File: config.mk
export PLATFORM = sky130hd
export DESIGN_NAME = radix_text_converter_unit
export DESIGN_NICKNAME = d
export VERILOG_FILES = /design/src/rtl/rtc_pkg.sv /design/src/rtl/rtc_ctrl.sv /design/src/rtl/rtc_dp.sv /design/src/rtl/radix_text_converter_unit.sv
export SDC_FILE = /design/constraint.sdc
export NUM_CORES = 1
export LEC_CHECK = 0
export BUFFER_PORTS_ARGS = -buffer_cell sky130_fd_sc_hd__clkbuf_2
export CORE_MARGIN = 2
export CORE_UTILIZATION = 57
export CTS_BUF_LIST = sky130_fd_sc_hd__clkbuf_8
export CTS_CLUSTER_DIAMETER = 60
export CTS_CLUSTER_SIZE = 28
export DETAILED_ROUTE_END_ITERATION = 12
export PLACE_DENSITY = 0.79
export SYNTH_ARGS = -nofsm -noshare
export SYNTH_HDL_FRONTEND = slang
export SYNTH_HIERARCHICAL = 1
export SYNTH_SLANG_ARGS = --single-unit
File: constraint.sdc
create_clock -name clk -period 5.53 [get_ports clk]
set_input_delay 0.553 -clock clk [delete_from_list [all_inputs] [get_ports clk]]
set_output_delay 0.553 -clock clk [all_outputs]
set_load 0.03 [all_outputs]
File: src/rtl/rtc_pkg.sv
// ----------------------------------------------------------------------------
// rtc_pkg
// Shared types, codes and digit helpers of the radix text converter.
// ----------------------------------------------------------------------------
package rtc_pkg;

	// Radix selector codes of the configuration registers.
	localparam logic [1:0] RADIX_BIN = 2'd0;
	localparam logic [1:0] RADIX_OCT = 2'd1;
	localparam logic [1:0] RADIX_DEC = 2'd2;
	localparam logic [1:0] RADIX_HEX = 2'd3;

	// Error codes carried with a result.
	localparam logic [1:0] ERR_NONE  = 2'd0;
	localparam logic [1:0] ERR_DIGIT = 2'd1;
	localparam logic [1:0] ERR_RANGE = 2'd2;

	localparam logic [7:0] CHAR_ZERO    = 8'h30;
	localparam logic [7:0] CHAR_NINE    = 8'h39;
	localparam logic [7:0] CHAR_UPPER_A = 8'h41;
	localparam logic [7:0] CHAR_UPPER_F = 8'h46;
	localparam logic [7:0] CHAR_LOWER_A = 8'h61;
	localparam logic [7:0] CHAR_LOWER_F = 8'h66;
	localparam logic [4:0] DIGIT_NONE   = 5'd16;

	typedef enum logic [2:0] {
		ST_IDLE,
		ST_LOAD,
		ST_DABBLE,
		ST_EMIT,
		ST_FAULT
	} rtc_state_t;

	// Commands from the controller to the datapath.
	typedef struct packed {
		logic acc_step;
		logic load_pow2;
		logic load_dec;
		logic dabble;
		logic shift_digit;
		logic emit_digit;
		logic emit_last;
		logic emit_fault;
		logic clear_num;
	} rtc_cmd_t;

	// Status from the datapath to the controller.
	typedef struct packed {
		logic err_nz;
		logic digit_zero;
		logic out_free;
	} rtc_status_t;

	// Value of an ASCII digit character, or DIGIT_NONE when it is no digit.
	function automatic logic [4:0] digit_value(input logic [7:0] c);
		logic [4:0] d;
		d = DIGIT_NONE;
		if (c >= CHAR_ZERO && c <= CHAR_NINE) begin
			d = 5'(c - CHAR_ZERO);
		end else if (c >= CHAR_UPPER_A && c <= CHAR_UPPER_F) begin
			d = 5'(c - CHAR_UPPER_A + 8'd10);
		end else if (c >= CHAR_LOWER_A && c <= CHAR_LOWER_F) begin
			d = 5'(c - CHAR_LOWER_A + 8'd10);
		end
		return d;
	endfunction

	function automatic logic [4:0] radix_value(input logic [1:0] code);
		logic [4:0] r;
		unique case (code)
			RADIX_BIN: r = 5'd2;
			RADIX_OCT: r = 5'd8;
			RADIX_DEC: r = 5'd10;
			RADIX_HEX: r = 5'd16;
		endcase
		return r;
	endfunction

	// ASCII character of a digit value, uppercase letters for ten and above.
	function automatic logic [7:0] digit_ascii(input logic [3:0] d);
		logic [7:0] c;
		if (d < 4'd10) begin
			c = CHAR_ZERO + 8'(d);
		end else begin
			c = CHAR_UPPER_A + 8'(d - 4'd10);
		end
		return c;
	endfunction

endpackage

File: src/rtl/rtc_ctrl.sv
// ----------------------------------------------------------------------------
// rtc_ctrl
// Sequencer of the radix text converter: accepts characters, runs the
// binary to decimal pass and steps the digit emission.
// ----------------------------------------------------------------------------
module rtc_ctrl #(
	parameter int VALUE_BITS = 31
) (
	input  logic                clk,
	input  logic                arst_n,
	input  logic                in_valid,
	input  logic                in_last,
	input  logic [1:0]          target_radix,
	input  rtc_pkg::rtc_status_t status,
	output logic                in_ready,
	output rtc_pkg::rtc_cmd_t    cmd
);
	import rtc_pkg::*;

	localparam int CW         = $clog2(VALUE_BITS + 1);
	localparam int OCT_DIGITS = (VALUE_BITS + 2) / 3;
	localparam int HEX_DIGITS = (VALUE_BITS + 3) / 4;
	localparam int DEC_DIGITS = (VALUE_BITS * 30103) / 100000 + 1;

	rtc_state_t   state_q, state_d;
	logic [CW-1:0] cnt_q, cnt_d;
	logic         started_q, started_d;
	logic         cnt_one;

	always_ff @(posedge clk or negedge arst_n) begin
		if (!arst_n) begin
			state_q   <= ST_IDLE;
			cnt_q     <= '0;
			started_q <= 1'b0;
		end else begin
			state_q   <= state_d;
			cnt_q     <= cnt_d;
			started_q <= started_d;
		end
	end

	assign cnt_one = (cnt_q == CW'(1));

	always_comb begin
		state_d   = state_q;
		cnt_d     = cnt_q;
		started_d = started_q;
		cmd       = '0;
		in_ready  = 1'b0;
		unique case (state_q)
			ST_IDLE: begin
				in_ready = 1'b1;
				if (in_valid) begin
					cmd.acc_step = 1'b1;
					if (in_last) begin
						state_d = ST_LOAD;
					end
				end
			end
			ST_LOAD: begin
				started_d = 1'b0;
				if (status.err_nz) begin
					state_d = ST_FAULT;
				end else if (target_radix == RADIX_DEC) begin
					cmd.load_dec = 1'b1;
					cnt_d        = CW'(VALUE_BITS);
					state_d      = ST_DABBLE;
				end else begin
					cmd.load_pow2 = 1'b1;
					state_d       = ST_EMIT;
					unique case (target_radix)
						RADIX_BIN: cnt_d = CW'(VALUE_BITS);
						RADIX_OCT: cnt_d = CW'(OCT_DIGITS);
						RADIX_DEC: cnt_d = CW'(DEC_DIGITS);
						RADIX_HEX: cnt_d = CW'(HEX_DIGITS);
					endcase
				end
			end
			ST_DABBLE: begin
				cmd.dabble = 1'b1;
				cnt_d      = cnt_q - CW'(1);
				if (cnt_one) begin
					cnt_d   = CW'(DEC_DIGITS);
					state_d = ST_EMIT;
				end
			end
			ST_EMIT: begin
				if (status.digit_zero && !started_q && !cnt_one) begin
					// Leading zero: drop it without a result.
					cmd.shift_digit = 1'b1;
					cnt_d           = cnt_q - CW'(1);
				end else if (status.out_free) begin
					cmd.emit_digit = 1'b1;
					cmd.emit_last  = cnt_one;
					started_d      = 1'b1;
					cnt_d          = cnt_q - CW'(1);
					if (cnt_one) begin
						cmd.clear_num = 1'b1;
						state_d       = ST_IDLE;
					end
				end
			end
			ST_FAULT: begin
				if (status.out_free) begin
					cmd.emit_fault = 1'b1;
					cmd.clear_num  = 1'b1;
					state_d        = ST_IDLE;
				end
			end
			default: begin
				state_d = ST_IDLE;
			end
		endcase
	end

endmodule

File: src/rtl/rtc_dp.sv
// ----------------------------------------------------------------------------
// rtc_dp
// Datapath of the radix text converter: value accumulator, error latch,
// digit work register with the binary to decimal adjuster, output register.
// ----------------------------------------------------------------------------
module rtc_dp #(
	parameter int VALUE_BITS = 31
) (
	input  logic                 clk,
	input  logic                 arst_n,
	input  rtc_pkg::rtc_cmd_t     cmd,
	input  logic [7:0]           char_code,
	input  logic [1:0]           source_radix,
	input  logic [1:0]           target_radix,
	input  logic                 out_ready,
	output rtc_pkg::rtc_status_t  status,
	output logic                 out_valid,
	output logic [7:0]           digit_char,
	output logic                 last_digit,
	output logic [1:0]           error_code
);
	import rtc_pkg::*;

	localparam int VB         = VALUE_BITS;
	localparam int EW         = VB + 5;
	localparam int OCT_DIGITS = (VB + 2) / 3;
	localparam int HEX_DIGITS = (VB + 3) / 4;
	localparam int DEC_DIGITS = (VB * 30103) / 100000 + 1;
	localparam int DEC_BITS   = 4 * DEC_DIGITS;
	localparam int W_A        = (VB > 3 * OCT_DIGITS) ? VB : 3 * OCT_DIGITS;
	localparam int W_B        = (4 * HEX_DIGITS > DEC_BITS) ? 4 * HEX_DIGITS : DEC_BITS;
	localparam int WB         = (W_A > W_B) ? W_A : W_B;
	localparam int PAD_BIN    = WB - VB;
	localparam int PAD_OCT    = WB - 3 * OCT_DIGITS;
	localparam int PAD_HEX    = WB - 4 * HEX_DIGITS;

	logic [VB-1:0]       acc_q;
	logic [1:0]          err_q;
	logic [WB-1:0]       work_q;
	logic                out_valid_q;
	logic [7:0]          out_char_q;
	logic                out_last_q;
	logic [1:0]          out_err_q;

	logic [4:0]          in_digit;
	logic                bad_digit;
	logic [EW-1:0]       acc_ext;
	logic [EW-1:0]       prod;
	logic [EW-1:0]       sum;
	logic                overflow;
	logic [DEC_BITS-1:0] bcd;
	logic [DEC_BITS-1:0] bcd_adj;
	logic [3:0]          nib;
	logic [WB-1:0]       work_dabble;
	logic [3:0]          top4;
	logic [3:0]          top_digit;
	logic [WB-1:0]       work_shift;
	logic [WB-1:0]       work_load;

	// Next value of the accumulator: value * radix + digit.
	always_comb begin
		in_digit  = digit_value(char_code);
		bad_digit = (in_digit >= radix_value(source_radix));
		acc_ext   = EW'(acc_q);
		unique case (source_radix)
			RADIX_BIN: prod = acc_ext << 1;
			RADIX_OCT: prod = acc_ext << 3;
			RADIX_DEC: prod = (acc_ext << 3) + (acc_ext << 1);
			RADIX_HEX: prod = acc_ext << 4;
		endcase
		sum      = prod + EW'(in_digit);
		overflow = |sum[EW-1:VB];
	end

	// One step of shift-and-add-3 on the decimal digits at the top of work_q.
	always_comb begin
		bcd     = work_q[WB-1 -: DEC_BITS];
		bcd_adj = bcd;
		nib     = '0;
		for (int i = 0; i < DEC_DIGITS; i++) begin
			nib = bcd[i*4 +: 4];
			bcd_adj[i*4 +: 4] = (nib >= 4'd5) ? nib + 4'd3 : nib;
		end
		work_dabble = work_q;
		work_dabble[WB-1 -: DEC_BITS] = {bcd_adj[DEC_BITS-2:0], acc_q[VB-1]};
	end

	// Digit at the top of work_q and the shift past it.
	always_comb begin
		top4 = work_q[WB-1 -: 4];
		unique case (target_radix)
			RADIX_BIN: begin
				top_digit  = {3'b000, top4[3]};
				work_shift = work_q << 1;
			end
			RADIX_OCT: begin
				top_digit  = {1'b0, top4[3:1]};
				work_shift = work_q << 3;
			end
			RADIX_DEC, RADIX_HEX: begin
				top_digit  = top4;
				work_shift = work_q << 4;
			end
		endcase
		unique case (target_radix)
			RADIX_BIN: work_load = WB'(acc_q) << PAD_BIN;
			RADIX_OCT: work_load = WB'(acc_q) << PAD_OCT;
			RADIX_DEC: work_load = '0;
			RADIX_HEX: work_load = WB'(acc_q) << PAD_HEX;
		endcase
	end

	always_ff @(posedge clk or negedge arst_n) begin
		if (!arst_n) begin
			acc_q <= '0;
			err_q <= ERR_NONE;
		end else begin
			if (cmd.clear_num) begin
				acc_q <= '0;
				err_q <= ERR_NONE;
			end else if (cmd.dabble) begin
				acc_q <= acc_q << 1;
			end else if (cmd.acc_step && err_q == ERR_NONE) begin
				if (bad_digit) begin
					err_q <= ERR_DIGIT;
				end else if (overflow) begin
					err_q <= ERR_RANGE;
				end else begin
					acc_q <= sum[VB-1:0];
				end
			end
		end
	end

	always_ff @(posedge clk) begin
		if (cmd.load_pow2) begin
			work_q <= work_load;
		end else if (cmd.load_dec) begin
			work_q <= '0;
		end else if (cmd.dabble) begin
			work_q <= work_dabble;
		end else if (cmd.shift_digit || cmd.emit_digit) begin
			work_q <= work_shift;
		end
	end

	always_ff @(posedge clk or negedge arst_n) begin
		if (!arst_n) begin
			out_valid_q <= 1'b0;
		end else if (cmd.emit_digit || cmd.emit_fault) begin
			out_valid_q <= 1'b1;
		end else if (out_ready) begin
			out_valid_q <= 1'b0;
		end
	end

	always_ff @(posedge clk) begin
		if (cmd.emit_digit) begin
			out_char_q <= digit_ascii(top_digit);
			out_last_q <= cmd.emit_last;
			out_err_q  <= ERR_NONE;
		end else if (cmd.emit_fault) begin
			out_char_q <= '0;
			out_last_q <= 1'b1;
			out_err_q  <= err_q;
		end
	end

	assign status.err_nz     = (err_q != ERR_NONE);
	assign status.digit_zero = (top_digit == 4'd0);
	assign status.out_free   = !out_valid_q || out_ready;

	assign out_valid  = out_valid_q;
	assign digit_char = out_char_q;
	assign last_digit = out_last_q;
	assign error_code = out_err_q;

	a_emit_needs_slot: assert property (@(posedge clk) disable iff (!arst_n)
		(cmd.emit_digit || cmd.emit_fault) |-> status.out_free)
		else $error("result produced while the output register is still full");

	a_emit_exclusive: assert property (@(posedge clk) disable iff (!arst_n)
		!(cmd.emit_digit && cmd.emit_fault))
		else $error("digit and fault result in the same cycle");

	a_fault_flagged: assert property (@(posedge clk) disable iff (!arst_n)
		cmd.emit_fault |=> (out_valid_q && out_last_q && out_err_q != ERR_NONE))
		else $error("fault result without an error code");

	a_err_code_legal: assert property (@(posedge clk) disable iff (!arst_n)
		err_q != 2'd3)
		else $error("error latch holds an undefined code");

	a_digit_ascii: assert property (@(posedge clk) disable iff (!arst_n)
		cmd.emit_digit |=> ((out_char_q >= CHAR_ZERO && out_char_q <= CHAR_NINE)
			|| (out_char_q >= CHAR_UPPER_A && out_char_q <= CHAR_UPPER_F)))
		else $error("emitted digit is not an ASCII digit");

endmodule

File: src/rtl/radix_text_converter_unit.sv
// ----------------------------------------------------------------------------
// radix_text_converter_unit
// ASCII number converter between binary, octal, decimal and hexadecimal.
// ----------------------------------------------------------------------------
// The block takes the ASCII digits of one number, one character per request
// on the input stream, in the source radix (letters in either case), and
// accumulates its value in VALUE_BITS bits. Every character that is not the
// last one is taken while the block stays idle, so a text stream flows at one
// character per clock. On the character marked with tlast the input stalls
// while the value is written out, most significant digit first, in the target
// radix with uppercase hexadecimal letters; the final digit carries tlast.
// After the last character the load state sets up the digit register;
// decimal output then runs a shift-and-add-3 pass that turns the value into
// decimal digits. The emission then drops each leading zero digit and
// delivers the other digits, stalling while the output register is full and
// the output side holds tready low.
// An invalid character or a value beyond 2^VALUE_BITS-1 gives instead a
// single result with data byte 0, tlast set and the error code in tuser; the
// first error of a number wins. Zero is written as one "0". The radix
// registers are to be written through the APB port only while no number is
// in progress; the block itself does not enforce this, the user must.
// The output register lets the next number's characters be accepted while the
// last digit still waits to be taken.
// ----------------------------------------------------------------------------
module radix_text_converter_unit #(
	parameter int VALUE_BITS = 31
) (
	input  logic        clk,
	input  logic        arst_n,
	// Input stream.
	input  logic        s_tvalid,
	output logic        s_tready,
	input  logic [7:0]  s_tdata,   // [7:0] char_code
	input  logic        s_tlast,   // last_char
	// Output stream.
	output logic        m_tvalid,
	input  logic        m_tready,
	output logic [7:0]  m_tdata,   // [7:0] digit_char
	output logic        m_tlast,   // last_digit
	output logic [1:0]  m_tuser,   // [1:0] error_code
	// Configuration port.
	input  logic        psel,
	input  logic        penable,
	input  logic        pwrite,
	input  logic [2:0]  paddr,
	input  logic [31:0] pwdata,
	output logic [31:0] prdata,
	output logic        pready
);
	import rtc_pkg::*;

	// Register map: source_radix at byte address 0, target_radix at 4.
	localparam logic REG_SOURCE = 1'b0;
	localparam logic REG_TARGET = 1'b1;

	logic [1:0]  source_radix_q;
	logic [1:0]  target_radix_q;
	logic        cfg_write;
	rtc_cmd_t    cmd;
	rtc_status_t status;

	assign pready    = 1'b1;
	assign cfg_write = psel && penable && pwrite && pready;

	// The radix registers reset to decimal in and hexadecimal out.
	always_ff @(posedge clk or negedge arst_n) begin
		if (!arst_n) begin
			source_radix_q <= RADIX_DEC;
			target_radix_q <= RADIX_HEX;
		end else if (cfg_write) begin
			unique case (paddr[2])
				REG_SOURCE: source_radix_q <= pwdata[1:0];
				REG_TARGET: target_radix_q <= pwdata[1:0];
			endcase
		end
	end

	always_comb begin
		unique case (paddr[2])
			REG_SOURCE: prdata = {30'd0, source_radix_q};
			REG_TARGET: prdata = {30'd0, target_radix_q};
		endcase
	end

	// The controller sequences the number; the datapath holds every value.
	rtc_ctrl #(
		.VALUE_BITS (VALUE_BITS)
	) u_ctrl (
		.clk          (clk),
		.arst_n       (arst_n),
		.in_valid     (s_tvalid),
		.in_last      (s_tlast),
		.target_radix (target_radix_q),
		.status       (status),
		.in_ready     (s_tready),
		.cmd          (cmd)
	);

	rtc_dp #(
		.VALUE_BITS (VALUE_BITS)
	) u_dp (
		.clk          (clk),
		.arst_n       (arst_n),
		.cmd          (cmd),
		.char_code    (s_tdata),
		.source_radix (source_radix_q),
		.target_radix (target_radix_q),
		.out_ready    (m_tready),
		.status       (status),
		.out_valid    (m_tvalid),
		.digit_char   (m_tdata),
		.last_digit   (m_tlast),
		.error_code   (m_tuser)
	);

endmodule

==> results.yml <==
floorplanning:
  io_pins: 97
  die_h_um: 148.7
  core_um2: 20360
  die_area_um2: 22100
  num_rows: 52
  initial_core_util_pct: 58.56
  die_w_um: 148.7
clock_network:
  path_clk_slew_ps: 110
  cts_tree: "yes"
  clock_sinks: 97
  cts_hold_buffers: 0
  cts_buffer_depth: 2
  cts-root-buf: "clkbuf_8"
  cts_htree_levels: 3
  cts_setup_buffers: 0
  cts_made_buffers: 9
  clock_latency_ps: 380
  postCtsResizedCells: 0
timing:
  hold_viol: 0
  skew_ps: 15.52
  grt_setup_unrepaired: "no"
  finalWorstSetupSlack_ps: 473.7
  worst_pin_slew_ps: 1056
  final.min_clock_period_ps: 5056
  slew_viol_final: 0
  setup_tns_ps: 0
  fin_crit_sh_pct: 91.43
  setup_viol: 0
  slew_headroom_pct: 29.58
  max_freq_mhz: 197.8
global_route:
  grt_pass1_wl_mm: 49.82
  grt_pass1_vias: 10290
  grt_start_max_net_pins: 122
  grt_use_total_pct: 26.97
  grt_overflow: 0
  grt_antenna_before_repair: 0
setup_path:
  critPathBufInv: 3
  cp_top_family: "simple AND/OR/NAND/NOR gates"
  crit_arrival_ps: 5280
  r2r_end: "u_dp/acc_q[23]"
  critPathSlowestCell: "or4b_1"
  worstPathMaxFanout: 36
  r2r_start: "u_dp/acc_q[2]"
  reg2reg_slack_ps: 580
  max_stage_delay_ps: 560
  endpoint_kind: "flop"
  path_cells: "clkbuf_2 -> or4b_1 -> nor3_1 -> nand2_1 -> o21ai_0 -> inv_1 -> fa_1 -> nor2b_1 -> o21ai_0 -> a211o_1 -> nor4_2 -> nand4_1 -> nor3_2 -> nor4b_4 -> and3_2 -> nand3_2 -> a2111oi_4 -> buf_12 -> mux2i_1 -> a211oi_1"
  worst_setup_path_start_kind: "input port"
  required_ps: 5760
  r2r_cells: 17
  worst-setup-path-type: "input port to flop"
  cp_common_cell: "o21ai_0"
detailed_routing:
  drt_iter0_markers: 874
  drt_wl_total_mm: 30.32
  drtAntennaViolNets: 0
  detail_route.wl_per_cell_um: 17.33
  first_pass_iters: 7
  via_per_inst: 6.466
  drc: 0
  vias: 11320
synthesis:
  synth_top_area_share_pct: 12.09
  synth-seq-cells: 97
  syn_area_um2: 11930
  synth_cell_types: 105
  syn_area_per_cell_um2: 7.805
  synth_edf_count: 48
  synthFlopType: "edfxtp_1"
  synth-async-reset-ratio_pct: 48.45
  synth_area_leaders: "edfxtp_1 12%, dfrtp_1 9.2%, ha_1 7.4%, mux2i_1 6.9%, a21oi_1 5.7%"
  yosys.area.top_type: "edfxtp_1"
  yosysSeqAreaShare_pct: 22.31
  netlist_instances: 1528
  yosys_warnings: 6
run:
  cap_violations: 0
cells_and_area:
  antenna_cells: 0
  utilization_pct: 60.41
  drive_above_1_share_pct: 8.108
  final_cell_area_um2: 12300
  fin_cells: 1750
  area_delta_synth_final_pct: 3.147
  nets: 1599
power:
  p_per_area_nw_per_um2: 621.8
  cellLeakagePower_nw: 4.890
  peakVddDrop_mv: 0.3231
placed_design:
  gp_congestion: 0.9266
  dp_slack_ps: -10.55
  dp_hpwl_mm: 21.94
  numPlacedInstances: 1734
  numPortBuffers: 32
  placed_area_um2: 12040
outcome:
  status: "finished clean"
worst_hold_path:
  hp-class: "input port to asynchronous set/reset pin"
==> worst reg2reg max path: cells and delay by family (launching register included) <==
| kind | cells | cell delay [ps] |
|---|---|---|
| multiplexers | 2 | 370 |
| flip-flops | 1 | 420 |
| AO/OA/AOI/OAI | 6 | 1320 |
| buffers and inverters | 2 | 350 |
| AND/OR/NAND/NOR | 4 | 1280 |
| adder cells (fa/ha/maj) | 3 | 1060 |
==> cell usage after synthesis (all sizes together), types with 16 or more instances <==
library cell,count
nand2,123
nor2,139
nor3,21
nand2b,33
o211ai,17
buf,75
ha,71
dfrtp,44
xnor2,33
nand3,62
a22o,23
a21oi,135
a221oi,16
a221o,20
nor3b,18
nand4,20
edfxtp,48
o21ai,99
o221ai,17
a211oi,53
inv,69
mux2i,82
clkbuf,80
==> per-layer routing <==
metal | GRT usage, % | up-vias | wire [um]
li1 | - | 5530 | -
met1 | 37.29 | 5331 | 13440
met2 | 45.35 | 400 | 14500
met3 | 1.994 | 55 | 1737
met4 | 8.143 | 0 | 644
met5 | 0 | - | 0
==> logic make-up after synthesis <==
family / share of synthesized area (%)
mux: 7.921
xor+xnor: 3.305
fa+ha+maj: 7.784
buf+inv: 8.571
other cells: 0.09441
simple gates: 21.15
flops: 22.31
compound gates: 28.86
==> cell type report <==
type	count	area, um2
Multi-Input combinational cell	1236	8392
Clock buffer	9	123.9
Clock inverter	7	122.6
Tap cell	270	337.8
Timing Repair Buffer	62	397.9
Inverter	69	259.0
Fill cell	1809	8063
Sequential cell	97	2669
==> flip-flops by register name, indices dropped and copies added, names as in the netlist <==
signal,flops
source_radix_q,2
u_dp/digit_char,7
u_dp/bcd,40
u_ctrl/cnt_q,5
u_dp/error_code,2
u_dp/err_q,2
u_dp/acc_q,31
target_radix_q,2
u_ctrl/state_q,3
u_dp/out_valid,1
u_dp/last_digit,1
u_ctrl/started_q,1
==> where the power goes <==
group / switching (mW) / internal, mW
sequential: 0.698 / 1.25
clock: 0.273 / 0.306
combinational: 3.06 / 2.06
total: 4.03 / 3.62
==> worst max path at each step <==
stage               cells after the start        from              to  slack, ps
global placement                       23  s_tdata[1]   u_dp/acc_q[1]        110
CTS                                    22  s_tdata[0]   u_dp/acc_q[3]        350
finish                                 20  s_tdata[4]  u_dp/acc_q[23]        470
global route                           23  s_tdata[1]  u_dp/acc_q[23]        110
floorplan                              22  s_tdata[1]   u_dp/acc_q[9]         30
detailed placement                     22  s_tdata[0]   u_dp/acc_q[3]        -10
==> layout by cell type, fill, tap and decap left out, types with 33 or more instances in the layout <==
| cell type | count |
|---|---|
| a211oi_1 | 52 |
| a21oi_1 | 135 |
| dfrtp_1 | 44 |
| edfxtp_1 | 48 |
| ha_1 | 70 |
| inv_1 | 68 |
| mux2i_1 | 82 |
| nand2_1 | 123 |
| nand2b_1 | 33 |
| nand3_1 | 60 |
| nor2_1 | 137 |
| o21ai_0 | 82 |
| xnor2_1 | 33 |
==> per-stage QoR <==
| stage | power [mW] | hold WS [ps] |
|---|---|---|
| 6_report | 7.649 | 234.1 |
| 5_1_grt | 8.339 | 276.5 |
| 4_1_cts | 7.555 | 250.8 |
| 3_5_place_dp | 6.957 | 490.2 |
| 3_3_place_gp | 6.781 | 481.9 |
| 2_1_floorplan | 5.865 | 257.4 |
Note: power is estimated with default switching activity, not from simulation.
